`src/hdl/mcfb_pkg.sv`:
```
// shared types, constants and a function of the motor command frame builder
package mcfb_pkg;

    localparam int PAYLOAD_MAX = 12;
    localparam int FRAME_MAX   = 18;
    localparam int QUEUE_DEPTH = 2;
    localparam int IDX_W       = $clog2(FRAME_MAX);
    localparam int PIDX_W      = $clog2(PAYLOAD_MAX);
    localparam int PLEN_W      = $clog2(PAYLOAD_MAX + 1);
    localparam int QPTR_W      = $clog2(QUEUE_DEPTH);
    localparam int QCNT_W      = $clog2(QUEUE_DEPTH + 1);

    localparam logic [7:0] FRAME_HEADER   = 8'h3E;
    localparam logic [7:0] CMD_PID_READ   = 8'h30;
    localparam logic [7:0] CMD_PID_RAM    = 8'h31;
    localparam logic [7:0] CMD_PID_ROM    = 8'h32;
    localparam logic [7:0] CMD_TORQUE     = 8'hA1;
    localparam logic [7:0] CMD_ANGLE      = 8'hA3;
    localparam logic [7:0] CMD_ANGLE_SPD  = 8'hA4;
    localparam logic [7:0] CMD_READ_ANGLE = 8'h92;
    localparam logic [7:0] CMD_MOTOR_ON   = 8'h88;

    localparam logic signed [11:0] TORQUE_LIMIT = 12'sd2000;

    localparam logic [PLEN_W-1:0] PLEN_PID    = PLEN_W'(6);
    localparam logic [PLEN_W-1:0] PLEN_TORQUE = PLEN_W'(2);
    localparam logic [PLEN_W-1:0] PLEN_ANGLE  = PLEN_W'(8);
    localparam logic [PLEN_W-1:0] PLEN_SPD    = PLEN_W'(12);

    typedef enum logic [2:0] {
        ACT_PID_READ   = 3'd0,
        ACT_PID_RAM    = 3'd1,
        ACT_PID_ROM    = 3'd2,
        ACT_TORQUE     = 3'd3,
        ACT_ANGLE      = 3'd4,
        ACT_ANGLE_SPD  = 3'd5,
        ACT_READ_ANGLE = 3'd6,
        ACT_MOTOR_ON   = 3'd7
    } t_action;

    typedef struct packed {
        logic [7:0]                  cmd;
        logic [5:0]                  motor_addr;
        logic [PLEN_W-1:0]           plen;
        logic [PAYLOAD_MAX-1:0][7:0] payload;
    } t_frame;

    typedef struct packed {
        logic [QCNT_W-1:0] count;
    } t_queue_status;

    typedef struct packed {
        logic             busy;
        logic [IDX_W-1:0] idx;
    } t_back_status;

    function automatic logic [7:0] cmd_of(input t_action a);
        logic [7:0] c;
        case (a)
            ACT_PID_READ:   c = CMD_PID_READ;
            ACT_PID_RAM:    c = CMD_PID_RAM;
            ACT_PID_ROM:    c = CMD_PID_ROM;
            ACT_TORQUE:     c = CMD_TORQUE;
            ACT_ANGLE:      c = CMD_ANGLE;
            ACT_ANGLE_SPD:  c = CMD_ANGLE_SPD;
            ACT_READ_ANGLE: c = CMD_READ_ANGLE;
            ACT_MOTOR_ON:   c = CMD_MOTOR_ON;
            default:        c = CMD_PID_READ;
        endcase
        return c;
    endfunction

endpackage

```
`src/hdl/mcfb_front.sv`:
```
// front end: classifies a command and builds its frame descriptor
module mcfb_front (
    input  logic [2:0]          i_action,
    input  logic [5:0]          i_motor_addr,
    input  logic [7:0]          i_angle_gain_p,
    input  logic [7:0]          i_angle_gain_i,
    input  logic [7:0]          i_speed_gain_p,
    input  logic [7:0]          i_speed_gain_i,
    input  logic [7:0]          i_current_gain_p,
    input  logic [7:0]          i_current_gain_i,
    input  logic signed [11:0]  i_torque_current,
    input  logic signed [63:0]  i_target_angle,
    input  logic [31:0]         i_speed_limit,
    output mcfb_pkg::t_frame    o_frame
);

    mcfb_pkg::t_action w_act;
    logic [63:0]        w_ang;
    logic [63:0]        w_scaled;
    logic signed [11:0] w_tq;
    logic [15:0]        w_tq16;

    assign w_act = mcfb_pkg::t_action'(i_action);
    assign w_ang = i_target_angle;
    // times 1000 as 1024 - 16 - 8
    assign w_scaled = (w_ang << 10) - (w_ang << 4) - (w_ang << 3);

    always_comb begin
        if (i_torque_current > mcfb_pkg::TORQUE_LIMIT) begin
            w_tq = mcfb_pkg::TORQUE_LIMIT;
        end else if (i_torque_current < -mcfb_pkg::TORQUE_LIMIT) begin
            w_tq = -mcfb_pkg::TORQUE_LIMIT;
        end else begin
            w_tq = i_torque_current;
        end
    end
    assign w_tq16 = {{4{w_tq[11]}}, w_tq};

    always_comb begin
        o_frame            = '0;
        o_frame.cmd        = mcfb_pkg::cmd_of(w_act);
        o_frame.motor_addr = i_motor_addr;
        case (w_act)
            mcfb_pkg::ACT_PID_RAM, mcfb_pkg::ACT_PID_ROM: begin
                o_frame.plen       = mcfb_pkg::PLEN_PID;
                o_frame.payload[0] = i_angle_gain_p;
                o_frame.payload[1] = i_angle_gain_i;
                o_frame.payload[2] = i_speed_gain_p;
                o_frame.payload[3] = i_speed_gain_i;
                o_frame.payload[4] = i_current_gain_p;
                o_frame.payload[5] = i_current_gain_i;
            end
            mcfb_pkg::ACT_TORQUE: begin
                o_frame.plen       = mcfb_pkg::PLEN_TORQUE;
                o_frame.payload[0] = w_tq16[7:0];
                o_frame.payload[1] = w_tq16[15:8];
            end
            mcfb_pkg::ACT_ANGLE: begin
                o_frame.plen = mcfb_pkg::PLEN_ANGLE;
                for (int k = 0; k < 8; k++) begin
                    o_frame.payload[k] = w_ang[8*k +: 8];
                end
            end
            mcfb_pkg::ACT_ANGLE_SPD: begin
                o_frame.plen = mcfb_pkg::PLEN_SPD;
                for (int k = 0; k < 8; k++) begin
                    o_frame.payload[k] = w_scaled[8*k +: 8];
                end
                for (int k = 0; k < 4; k++) begin
                    o_frame.payload[8+k] = i_speed_limit[8*k +: 8];
                end
            end
            default: begin
                o_frame.plen = '0;
            end
        endcase
    end

endmodule

```
`src/hdl/mcfb_queue.sv`:
```
// short descriptor queue between front end and serializer
module mcfb_queue (
    input  logic                      i_clk,
    input  logic                      i_rst_n,
    input  logic                      i_valid,
    output logic                      o_ready,
    input  mcfb_pkg::t_frame          i_frame,
    output logic                      o_valid,
    input  logic                      i_ready,
    output mcfb_pkg::t_frame          o_frame,
    output mcfb_pkg::t_queue_status   o_status
);

    mcfb_pkg::t_frame                  r_mem [mcfb_pkg::QUEUE_DEPTH];
    logic [mcfb_pkg::QPTR_W-1:0]       r_wptr;
    logic [mcfb_pkg::QPTR_W-1:0]       r_rptr;
    logic [mcfb_pkg::QCNT_W-1:0]       r_count;
    logic                              w_push;
    logic                              w_pop;

    assign o_ready  = (r_count != mcfb_pkg::QCNT_W'(mcfb_pkg::QUEUE_DEPTH));
    assign o_valid  = (r_count != '0);
    assign o_frame  = r_mem[r_rptr];
    assign w_push   = i_valid && o_ready;
    assign w_pop    = o_valid && i_ready;
    assign o_status.count = r_count;

    always_ff @(posedge i_clk) begin
        if (w_push) begin
            r_mem[r_wptr] <= i_frame;
        end
    end

    always_ff @(posedge i_clk) begin
        if (!i_rst_n) begin
            r_wptr  <= '0;
            r_rptr  <= '0;
            r_count <= '0;
        end else begin
            if (w_push) begin
                r_wptr <= (r_wptr == mcfb_pkg::QPTR_W'(mcfb_pkg::QUEUE_DEPTH - 1)) ?
                          '0 : r_wptr + 1'b1;
            end
            if (w_pop) begin
                r_rptr <= (r_rptr == mcfb_pkg::QPTR_W'(mcfb_pkg::QUEUE_DEPTH - 1)) ?
                          '0 : r_rptr + 1'b1;
            end
            if (w_push && !w_pop) begin
                r_count <= r_count + 1'b1;
            end else if (w_pop && !w_push) begin
                r_count <= r_count - 1'b1;
            end
        end
    end

endmodule

```
`src/hdl/mcfb_back.sv`:
```
// back end: serializes one frame descriptor into bytes with checksums
module mcfb_back (
    input  logic                     i_clk,
    input  logic                     i_rst_n,
    input  logic                     i_valid,
    output logic                     o_ready,
    input  mcfb_pkg::t_frame         i_frame,
    output logic                     o_valid,
    input  logic                     i_ready,
    output logic [7:0]               o_frame_byte,
    output logic                     o_frame_end,
    output mcfb_pkg::t_back_status   o_status
);

    localparam logic [mcfb_pkg::IDX_W-1:0] POS_HEADER = mcfb_pkg::IDX_W'(0);
    localparam logic [mcfb_pkg::IDX_W-1:0] POS_CMD    = mcfb_pkg::IDX_W'(1);
    localparam logic [mcfb_pkg::IDX_W-1:0] POS_ID     = mcfb_pkg::IDX_W'(2);
    localparam logic [mcfb_pkg::IDX_W-1:0] POS_LEN    = mcfb_pkg::IDX_W'(3);
    localparam logic [mcfb_pkg::IDX_W-1:0] POS_HSUM   = mcfb_pkg::IDX_W'(4);
    localparam logic [mcfb_pkg::IDX_W-1:0] POS_DATA   = mcfb_pkg::IDX_W'(5);

    mcfb_pkg::t_frame                r_frame;
    logic                            r_busy;
    logic [mcfb_pkg::IDX_W-1:0]      r_idx;
    logic [7:0]                      r_hsum;
    logic [7:0]                      r_psum;
    logic                            r_ov;
    logic [7:0]                      r_byte;
    logic                            r_end;

    logic                            w_adv;
    logic                            w_emit;
    logic                            w_last;
    logic                            w_load;
    logic                            w_in_data;
    logic [mcfb_pkg::IDX_W-1:0]      w_pdiff;
    logic [mcfb_pkg::PIDX_W-1:0]     w_pidx;
    logic [mcfb_pkg::IDX_W-1:0]      w_sum_pos;
    logic [7:0]                      w_byte;
    logic [7:0]                      w_new_hsum;

    assign w_adv     = !r_ov || i_ready;
    assign w_emit    = w_adv && r_busy;
    assign w_sum_pos = mcfb_pkg::IDX_W'(r_frame.plen) + POS_DATA;
    assign w_last    = (r_frame.plen == '0) ? (r_idx == POS_HSUM) : (r_idx == w_sum_pos);
    assign w_in_data = (r_idx >= POS_DATA) && !w_last;
    assign w_pdiff   = r_idx - POS_DATA;
    assign w_pidx    = w_pdiff[mcfb_pkg::PIDX_W-1:0];
    assign w_load    = i_valid && (!r_busy || (w_emit && w_last));
    assign o_ready   = w_load;

    assign w_new_hsum = mcfb_pkg::FRAME_HEADER + i_frame.cmd + {2'b00, i_frame.motor_addr}
                      + 8'(i_frame.plen);

    always_comb begin
        case (r_idx)
            POS_HEADER: w_byte = mcfb_pkg::FRAME_HEADER;
            POS_CMD:    w_byte = r_frame.cmd;
            POS_ID:     w_byte = {2'b00, r_frame.motor_addr};
            POS_LEN:    w_byte = 8'(r_frame.plen);
            POS_HSUM:   w_byte = r_hsum;
            default: begin
                if (w_last) begin
                    w_byte = r_psum;
                end else if (w_pidx < mcfb_pkg::PIDX_W'(mcfb_pkg::PAYLOAD_MAX)) begin
                    w_byte = r_frame.payload[w_pidx];
                end else begin
                    w_byte = '0;
                end
            end
        endcase
    end

    always_ff @(posedge i_clk) begin
        if (w_load) begin
            r_frame <= i_frame;
            r_hsum  <= w_new_hsum;
        end
        if (w_emit) begin
            r_byte <= w_byte;
            r_end  <= w_last;
        end
    end

    always_ff @(posedge i_clk) begin
        if (!i_rst_n) begin
            r_busy <= 1'b0;
            r_idx  <= '0;
            r_psum <= '0;
            r_ov   <= 1'b0;
        end else begin
            if (w_adv) begin
                r_ov <= r_busy;
            end
            if (w_load) begin
                r_busy <= 1'b1;
                r_idx  <= '0;
                r_psum <= '0;
            end else if (w_emit) begin
                if (w_last) begin
                    r_busy <= 1'b0;
                    r_idx  <= '0;
                end else begin
                    r_idx <= r_idx + 1'b1;
                    if (w_in_data) begin
                        r_psum <= r_psum + w_byte;
                    end
                end
            end
        end
    end

    assign o_valid         = r_ov;
    assign o_frame_byte    = r_byte;
    assign o_frame_end     = r_end;
    assign o_status.busy   = r_busy;
    assign o_status.idx    = r_idx;

endmodule

```
`src/hdl/motor_command_frame_builder.sv`:
```
// top level of the motor command frame builder
// the command is written into the descriptor queue, then loaded into the serializer,
//   whose output register gives the first frame byte; one byte per cycle while i_ready is high
//   (5 to 18 bytes by frame length), set by the back end serializer; frames follow with no gap
// a two-entry descriptor queue lets the front accept while the back is sending
// reset: synchronous active low, clears queue, serializer and output valid
module motor_command_frame_builder (
    input  logic                i_clk,
    input  logic                i_rst_n,
    input  logic                i_valid,
    output logic                o_ready,
    input  logic [2:0]          i_action,
    input  logic [5:0]          i_motor_addr,
    input  logic [7:0]          i_angle_gain_p,
    input  logic [7:0]          i_angle_gain_i,
    input  logic [7:0]          i_speed_gain_p,
    input  logic [7:0]          i_speed_gain_i,
    input  logic [7:0]          i_current_gain_p,
    input  logic [7:0]          i_current_gain_i,
    input  logic signed [11:0]  i_torque_current,
    input  logic signed [63:0]  i_target_angle,
    input  logic [31:0]         i_speed_limit,
    output logic                o_valid,
    input  logic                i_ready,
    output logic [7:0]          o_frame_byte,
    output logic                o_frame_end
);

    mcfb_pkg::t_frame           w_front_frame;
    mcfb_pkg::t_frame           w_queue_frame;
    mcfb_pkg::t_queue_status    w_qstat;
    mcfb_pkg::t_back_status     w_bstat;
    logic                       w_q_valid;
    logic                       w_q_ready;

    mcfb_front u_front (
        .i_action         (i_action),
        .i_motor_addr     (i_motor_addr),
        .i_angle_gain_p   (i_angle_gain_p),
        .i_angle_gain_i   (i_angle_gain_i),
        .i_speed_gain_p   (i_speed_gain_p),
        .i_speed_gain_i   (i_speed_gain_i),
        .i_current_gain_p (i_current_gain_p),
        .i_current_gain_i (i_current_gain_i),
        .i_torque_current (i_torque_current),
        .i_target_angle   (i_target_angle),
        .i_speed_limit    (i_speed_limit),
        .o_frame          (w_front_frame)
    );

    mcfb_queue u_queue (
        .i_clk    (i_clk),
        .i_rst_n  (i_rst_n),
        .i_valid  (i_valid),
        .o_ready  (o_ready),
        .i_frame  (w_front_frame),
        .o_valid  (w_q_valid),
        .i_ready  (w_q_ready),
        .o_frame  (w_queue_frame),
        .o_status (w_qstat)
    );

    mcfb_back u_back (
        .i_clk        (i_clk),
        .i_rst_n      (i_rst_n),
        .i_valid      (w_q_valid),
        .o_ready      (w_q_ready),
        .i_frame      (w_queue_frame),
        .o_valid      (o_valid),
        .i_ready      (i_ready),
        .o_frame_byte (o_frame_byte),
        .o_frame_end  (o_frame_end),
        .o_status     (w_bstat)
    );

    a_queue_bound: assert property (@(posedge i_clk) disable iff (!i_rst_n)
        w_qstat.count <= mcfb_pkg::QCNT_W'(mcfb_pkg::QUEUE_DEPTH))
        else $error("descriptor queue overflow");

    a_idx_bound: assert property (@(posedge i_clk) disable iff (!i_rst_n)
        w_bstat.busy |-> (w_bstat.idx <= mcfb_pkg::IDX_W'(mcfb_pkg::FRAME_MAX - 1)))
        else $error("serializer index past frame end");

    a_header_after_end: assert property (@(posedge i_clk) disable iff (!i_rst_n)
        (o_valid && i_ready && o_frame_end) |=> !(o_valid && o_frame_end))
        else $error("frame end on the byte right after a frame end");

    a_full_not_ready: assert property (@(posedge i_clk) disable iff (!i_rst_n)
        (w_qstat.count == mcfb_pkg::QCNT_W'(mcfb_pkg::QUEUE_DEPTH)) |-> !o_ready)
        else $error("ready while descriptor queue full");

endmodule
```
`config.mk`:
```
export PLATFORM = sky130hd
export DESIGN_NAME = motor_command_frame_builder
export DESIGN_NICKNAME = d
export VERILOG_FILES = /design/src/hdl/mcfb_pkg.sv /design/src/hdl/mcfb_front.sv /design/src/hdl/mcfb_queue.sv /design/src/hdl/mcfb_back.sv /design/src/hdl/motor_command_frame_builder.sv
export SDC_FILE = /design/constraint.sdc
export NUM_CORES = 1
export LEC_CHECK = 0
export ABC_AREA = 1
export BUFFER_PORTS_ARGS = -buffer_cell sky130_fd_sc_hd__buf_2
export CAP_MARGIN = 20
export CORE_MARGIN = 1.5
export CORE_UTILIZATION = 26
export DETAILED_ROUTE_END_ITERATION = 6
export PLACE_DENSITY = 0.48
export SYNTH_ARGS = -nofsm -noshare
export SYNTH_HDL_FRONTEND = slang
export SYNTH_SLANG_ARGS = --single-unit
```
`constraint.sdc`:
```
create_clock -name i_clk -period 8.05 [get_ports i_clk]
set_clock_uncertainty 0.1 [all_clocks]
set_input_delay 1.2075 -clock i_clk [delete_from_list [all_inputs] [get_ports i_clk]]
set_output_delay 1.2075 -clock i_clk [all_outputs]
set_load 0.05 [all_outputs]
```
### After elaboration in Yosys (flattened, before gate mapping)

Memory sizes are Yosys's and may differ from the RTL's. A register that Yosys moved wholly into a read port is not among the register bits.
Cells that the tools add are included.

* flip-flop bits (word level): 150
* bits in read-only memories: 56
* word-level logic and storage cells: 108
* bits in latches: 0
* memories kept: 2
* bits in writable memories: 228
* input port bits: 169
* output and inout port bits: 11

* reduce and logical (&&, ||, !) cells: 25
* add/subtract/negate cells: 13
* divide/modulo/power cells: 0
* bitwise logic cells: 2
* eq/ne operators: 11
* magnitude comparators: 5
* muxes and demuxes: 25
* multiply operators: 0
* shift operators: 0

Memories
* u_queue.r_mem: depth 2, bits a word 114, rd ports 1, clocked after Yosys merged registers in 1, write ports 1, line mcfb_queue.sv:14 `mcfb_pkg::t_frame r_mem [mcfb_pkg::QUEUE_DEPTH];`
* (no name shown): depth 8, bits a word 7, rd ports 1, clocked after Yosys merged registers in 0, write ports 0, line mcfb_pkg.sv:59 `case (a)`

Operator list (number)
* $sub A64 B64 Y64: 2
* $pmux W32 S3: 1
* $pmux W16 S4: 1
* $pmux W8 S5: 1
* $bmux W8 S4: 1
* $mux W32: 1
* $pmux W16 S2: 1
* $mux W12: 2
* $mux W8: 3
* $pmux W4 S4: 1
* $gt A12 B12 Y1 const B: 1
* $lt A12 B12 Y1 const B: 1
* $eq A5 B2 Y1 const B: 2
* $mux W1: 10
* $add A6 B8 Y8 const A: 1
* $add A8 B4 Y8: 1
* $add A8 B6 Y8: 1
* $add A8 B8 Y8: 1
* $logic_and A1 B1 Y1: 8
* $reduce_bool A2 Y1: 4
* $eq A3 B2 Y1 const B: 2
* $eq A3 B3 Y1 const B: 2
* $add A4 B3 Y5 const B: 1
* $add A5 B1 Y5 const B: 1
* other kinds (22): 31

### Depth between registers and ports, before layout

* depth in word-level cells: 10
* mapped depth: 22
* gate-level depth less buffers: 19

### Cells and area by module

From an unflattened synthesis, not the netlist that was laid out.

* cell total of the unflattened synthesis: 2728
* area total of the unflattened synthesis: 24227.0 µm²

Modules (own cells, without submodules)
* mcfb_queue: cells each 392, instances 1, sequential area each 6946.7 µm², area each 8714.6 µm²
* mcfb_front: cells each 1706, instances 1, sequential area each 0.0 µm², area each 8642.0 µm²
* mcfb_back: cells each 630, instances 1, sequential area each 4234.1 µm², area each 6870.3 µm²

### Worst setup path after synthesis

OpenSTA, ideal clock, no wires.

* path type: in2reg
* start point: input port i_valid
* end point: memory u_queue.r_mem[1][0] in the netlist's numbering (enable)
* arrival: 5998 ps
* setup time: 586 ps
* data required time: 7364 ps
* stages: 2
* buffers on the path: 0
* path slack: 1366 ps
* cell sequence: nand2_1 nor2_1

* longest elaborated chain between the ends: 3

Ends and longest elaborated chain
* start: declaration: line motor_command_frame_builder.sv:10 `input logic i_valid,`
* $logic_and A1 B1 Y1: line mcfb_queue.sv:24 `assign w_push = i_valid && o_ready;`
* $mux W1: line mcfb_queue.sv:29 `if (w_push) begin`
* $mux W1 (not written as such): line mcfb_queue.sv:30 `r_mem[r_wptr] <= i_frame;`
* end: declaration: line mcfb_queue.sv:14

Every way passes these cells.

### Worst setup path after layout

* start point: register u_back.r_idx[0] in the netlist's numbering
* end point: register u_back.r_psum[6]

* longest elaborated chain between the ends: 7
* elaborated cells between the ends (all ways): 24
* classes of those cells: 2 x add/sub; 2 x order compare; 5 x eq/ne; 6 x mux; 1 x bitwise; 8 x reduce/logical

Ends and longest elaborated chain
* start: declaration: line mcfb_back.sv:24 `logic [mcfb_pkg::IDX_W-1:0] r_idx;`
* start signal: assignment: line mcfb_back.sv:104 `r_idx <= r_idx + 1'b1;`
* $sub A4 B3 Y4: line mcfb_back.sv:47 `assign w_pdiff = r_idx - POS_DATA;`
* $bmux W8 S4: line mcfb_back.sv:66 `w_byte = r_frame.payload[w_pidx];`
* $mux W8 (not written as such): line mcfb_back.sv:66
* $mux W8: line mcfb_back.sv:65 `end else if (w_pidx < mcfb_pkg::PIDX_W'(mcfb_pkg::PAYLOAD_MAX)) begin`
* $mux W8: line mcfb_back.sv:63 `if (w_last) begin`
* $pmux W8 S5 *: line mcfb_back.sv:56 `case (r_idx)`
* via u_back.w_byte[0]: line mcfb_back.sv:39 `logic [7:0] w_byte;`
* $add A8 B8 Y8 *: line mcfb_back.sv:106 `r_psum <= r_psum + w_byte;`
* end signal: assignment: line mcfb_back.sv:106
* end: declaration: line mcfb_back.sv:26 `logic [7:0] r_psum;`

Mark *: on every way through the listed nets, which the timed path passes. The rest lies on a longest branch. The select of a mux whose other input is x is not followed.
A chain may end at the register's enable or synchronous reset.

==> results.md <==
* Worst setup margin at 2.90 ns
* Crit path top cell by count: a21oi_1
* Die ar. at 87600 um2
* Die X at 296 um
* First-pass DRT Iterations at 5
* Synthesis-to-layout area growth at 15.6%
* Antenna cells at 0
* Final number of max-transition violations at 0
* Syn_area_per_cell at 9.50 um2
* GRT overflow at 0
* CP Data Required Time at 8.36 ns
* Routed len/inst at 19.0 um
* Final Hold Vio Count at 0
* Initial DRC Count at 965
* Io pins at 180
* Clk sinks at 373
* Ys Warns at 0
* CTS resizes at 0
* CTS tree: done
* Clock latency on the worst-skew pair at 0.54 ns
* Place WS at 2.97 ns
* CTS H-tree depth at 2
* Fin crit share at 64.0%
* Commonest non-fill, non-tap cell in the layout: nand2_1
* Vias in the first global route at 17100
* Routed Antenna Nets at 0
* Sequential area share after synthesis at 49.3%
* Critical Path AT at 5.47 ns
* CP Capture Type: register
* Gr usage total at 15.9%
* Rel. slew slack at 33.5%
* Startpoint types: register
* Max stage delay on crit path at 0.97 ns
* Maximum clock path buffer count at 3
* Post-Route Setup TNS at 0 ns
* First-pass GRT wire length at 104 mm
* DR vias at 16900
* Setup-failing EPs final at 0
* Prevailing post-synth register cell: edfxtp_1
* Fin crit period at 5.15 ns
* Achievable Freq at 194 MHz
* Post-DP HPWL at 55.1 mm
* CTS buffer count at 40
* Core ar. at 85100 um2
* Drt total wl at 70.4 mm
* Cell area after synthesis at 22300 um2
* Yosys cell types at 59
* Peak VDD IR at 0.167 mV
* Crit path cell chain: inv_1 > buf_4 > ha_1 > buf_4 > clkinv_1 > a21oi_1 > a22oi_1 > nand2_1 > o211ai_1 > nand2_1 > a21oi_1 > ha_1 > fa_1 > a21oi_1 > o21bai_1 > a21oi_1 > nor2_1 > nor2_1 > xor2_1 > a21oi_1
* Type of the worst min-delay path: reg2reg
* Commonest non-fill, non-tap cells in the layout: nand2_1, edfxtp_1, inv_1, nor2_1, a21oi_1
* Rows at 107
* WS Path Type: reg2reg
* CTS clk-pin slew, worst paths at 0.06 ns
* Hold Buf Count CTS at 0
* FF+latch count, synth at 373
* P per Cell Area at 296 nW/um2
* Nets at 2854
* Setup bufs post-CTS at 0
* Largest net degree at the start of global routing at 73
* Post-synth ARST share at 0%
* Worst-path maximum fanout at 56
* Clock Root Buffer: clkbuf_16
* Maxcap violations at 0
* DRC at 0
* Initial antenna violation count at 2
* PortBufs at 179
* CP max stage cell: dfxtp_2
* Leak Pwr at 0.0105 uW
* Synthesized net count at 2672
* GPL Wtd Cong at 0.913
* Initial Util at 26.2%
* Synthesized instance count at 2350
* Least-Margin Pin Slew at 0.997 ns
* Unrepaired setup endpoints after global routing: no
* Outcome: finished, final reports clean
* Vias/cell at 4.57
* Share of cells above drive strength 1 at 15.7%
* Die height at 296 um
* Post-synth EDFFs at 353
[worst max-delay path: cells and delay by family, from the launching register on]
kind | cells | cell delay [ns]
flip-flops | 1 | 0.97
adder cells (fa/ha/maj) | 3 | 0.97
buffers and inverters | 4 | 1.30
AND/OR/NAND/NOR | 4 | 0.32
AO/OA/AOI/OAI | 8 | 1.17
XOR/XNOR | 1 | 0.17
[sequential cells by signal, summed over array words and instances, names as in the netlist, 2 cells and up, named ones only]
| name | cells |
|---|---|
| u_back.r_hsum | 8 |
| u_back.r_frame | 112 |
| u_queue.r_mem | 224 |
| u_back.o_frame_byte | 8 |
| u_back.r_psum | 8 |
| u_queue.o_status | 2 |
| u_back.r_idx | 5 |
[metal layers]
metal / track usage (%) / share of wire [%]
met1: 20.5 / 44
met3: 1.54 / 3.7
met5: 0 / 0.018
met4: 3.86 / 2.1
met2: 28.4 / 50
[synthesized netlist by cell type, drive strengths merged, types with 3 or more instances]
cell     number  area share (%)
clkbuf       18            0.30
or2           9            0.25
o22ai         8            0.22
edfxtp      353              47
nor4          4            0.11
a21oi       181             4.1
o2111ai      11            0.43
nor3         13            0.29
nand4        13            0.36
inv         335             5.7
xnor2         7            0.27
ha           95             5.3
mux2        102             5.1
a22o          3            0.13
xor2         11            0.43
o21ai       135             3.1
a32o          5            0.22
nand3b        6            0.20
nor2        245             4.4
a31oi         3           0.084
fa           58             5.2
nand2       492             8.5
and2          3           0.084
nand3       122             2.9
o21bai       10            0.34
a2111oi       5            0.20
buf          36            0.84
a21boi        4            0.13
o211ai       21            0.71
dfxtp        20             1.8
a22oi         7            0.24
[metrics by stage]
stage | hold WS, ns | total power [uW] | std cells | util [%] | instance area (um2)
2_1_floorplan | 0.347 | 5030 | 2350 | - | 22300
3_3_place_gp | 0.357 | 5970 | 3634 | 28.8 | 24500
3_5_place_dp | 0.364 | 5950 | 3634 | 28.8 | 24500
4_1_cts | 0.372 | 7760 | 3703 | 30.3 | 25800
5_1_grt | 0.396 | 8130 | 3703 | 30.3 | 25800
6_report | 0.370 | 7640 | 3703 | 30.3 | 25800
[report_power, final]
group / internal [uW] / switching (uW) / leakage, uW / total, uW
Clock: 1040 / 728 / 0.000612 / 1770
Combinational: 943 / 1830 / 0.00637 / 2770
Sequential: 2870 / 222 / 0.00353 / 3100
Total: 4860 / 2780 / 0.0105 / 7640
[final timing paths]
| check | start | end | slack [ns] | depth (start not counted) |
|---|---|---|---|---|
| worst max-delay path | u_back.r_idx[0] | u_back.r_psum[6] | 2.90 | 20 |
| worst min-delay path | u_queue.r_rptr | register | 0.37 | 1 |
| worst max register to register | u_back.r_idx[0] | u_back.r_psum[6] | 2.90 | 20 |
| worst min register to register | u_queue.r_rptr | register | 0.37 | 1 |
[cells by family (layout without fill, tap and decap cells)]
| group | count (synthesis) | in the layout | share of synthesized area [%] |
|---|---|---|---|
| adder cells (fa/ha/maj) | 153 | 153 | 10.5 |
| multiplexers | 102 | 102 | 5.15 |
| AND/OR/NAND/NOR | 908 | 908 | 17.2 |
| buffers and inverters | 391 | 600 | 6.84 |
| AO/OA/AOI/OAI | 405 | 405 | 10.3 |
| XOR/XNOR | 18 | 18 | 0.706 |
| flip-flops | 373 | 373 | 49.3 |
[cell type report]
cell class | count | area (um2)
tap | 1144 | 1430
fill | 9087 | 59400
clock inverter | 22 | 189
inverter | 337 | 1270
multi-input combinational | 1586 | 9820
sequential | 373 | 11000
timing repair buffer | 194 | 1010
clock buffer | 47 | 1070
No activity file was read; power rests on OpenSTA's default activity.
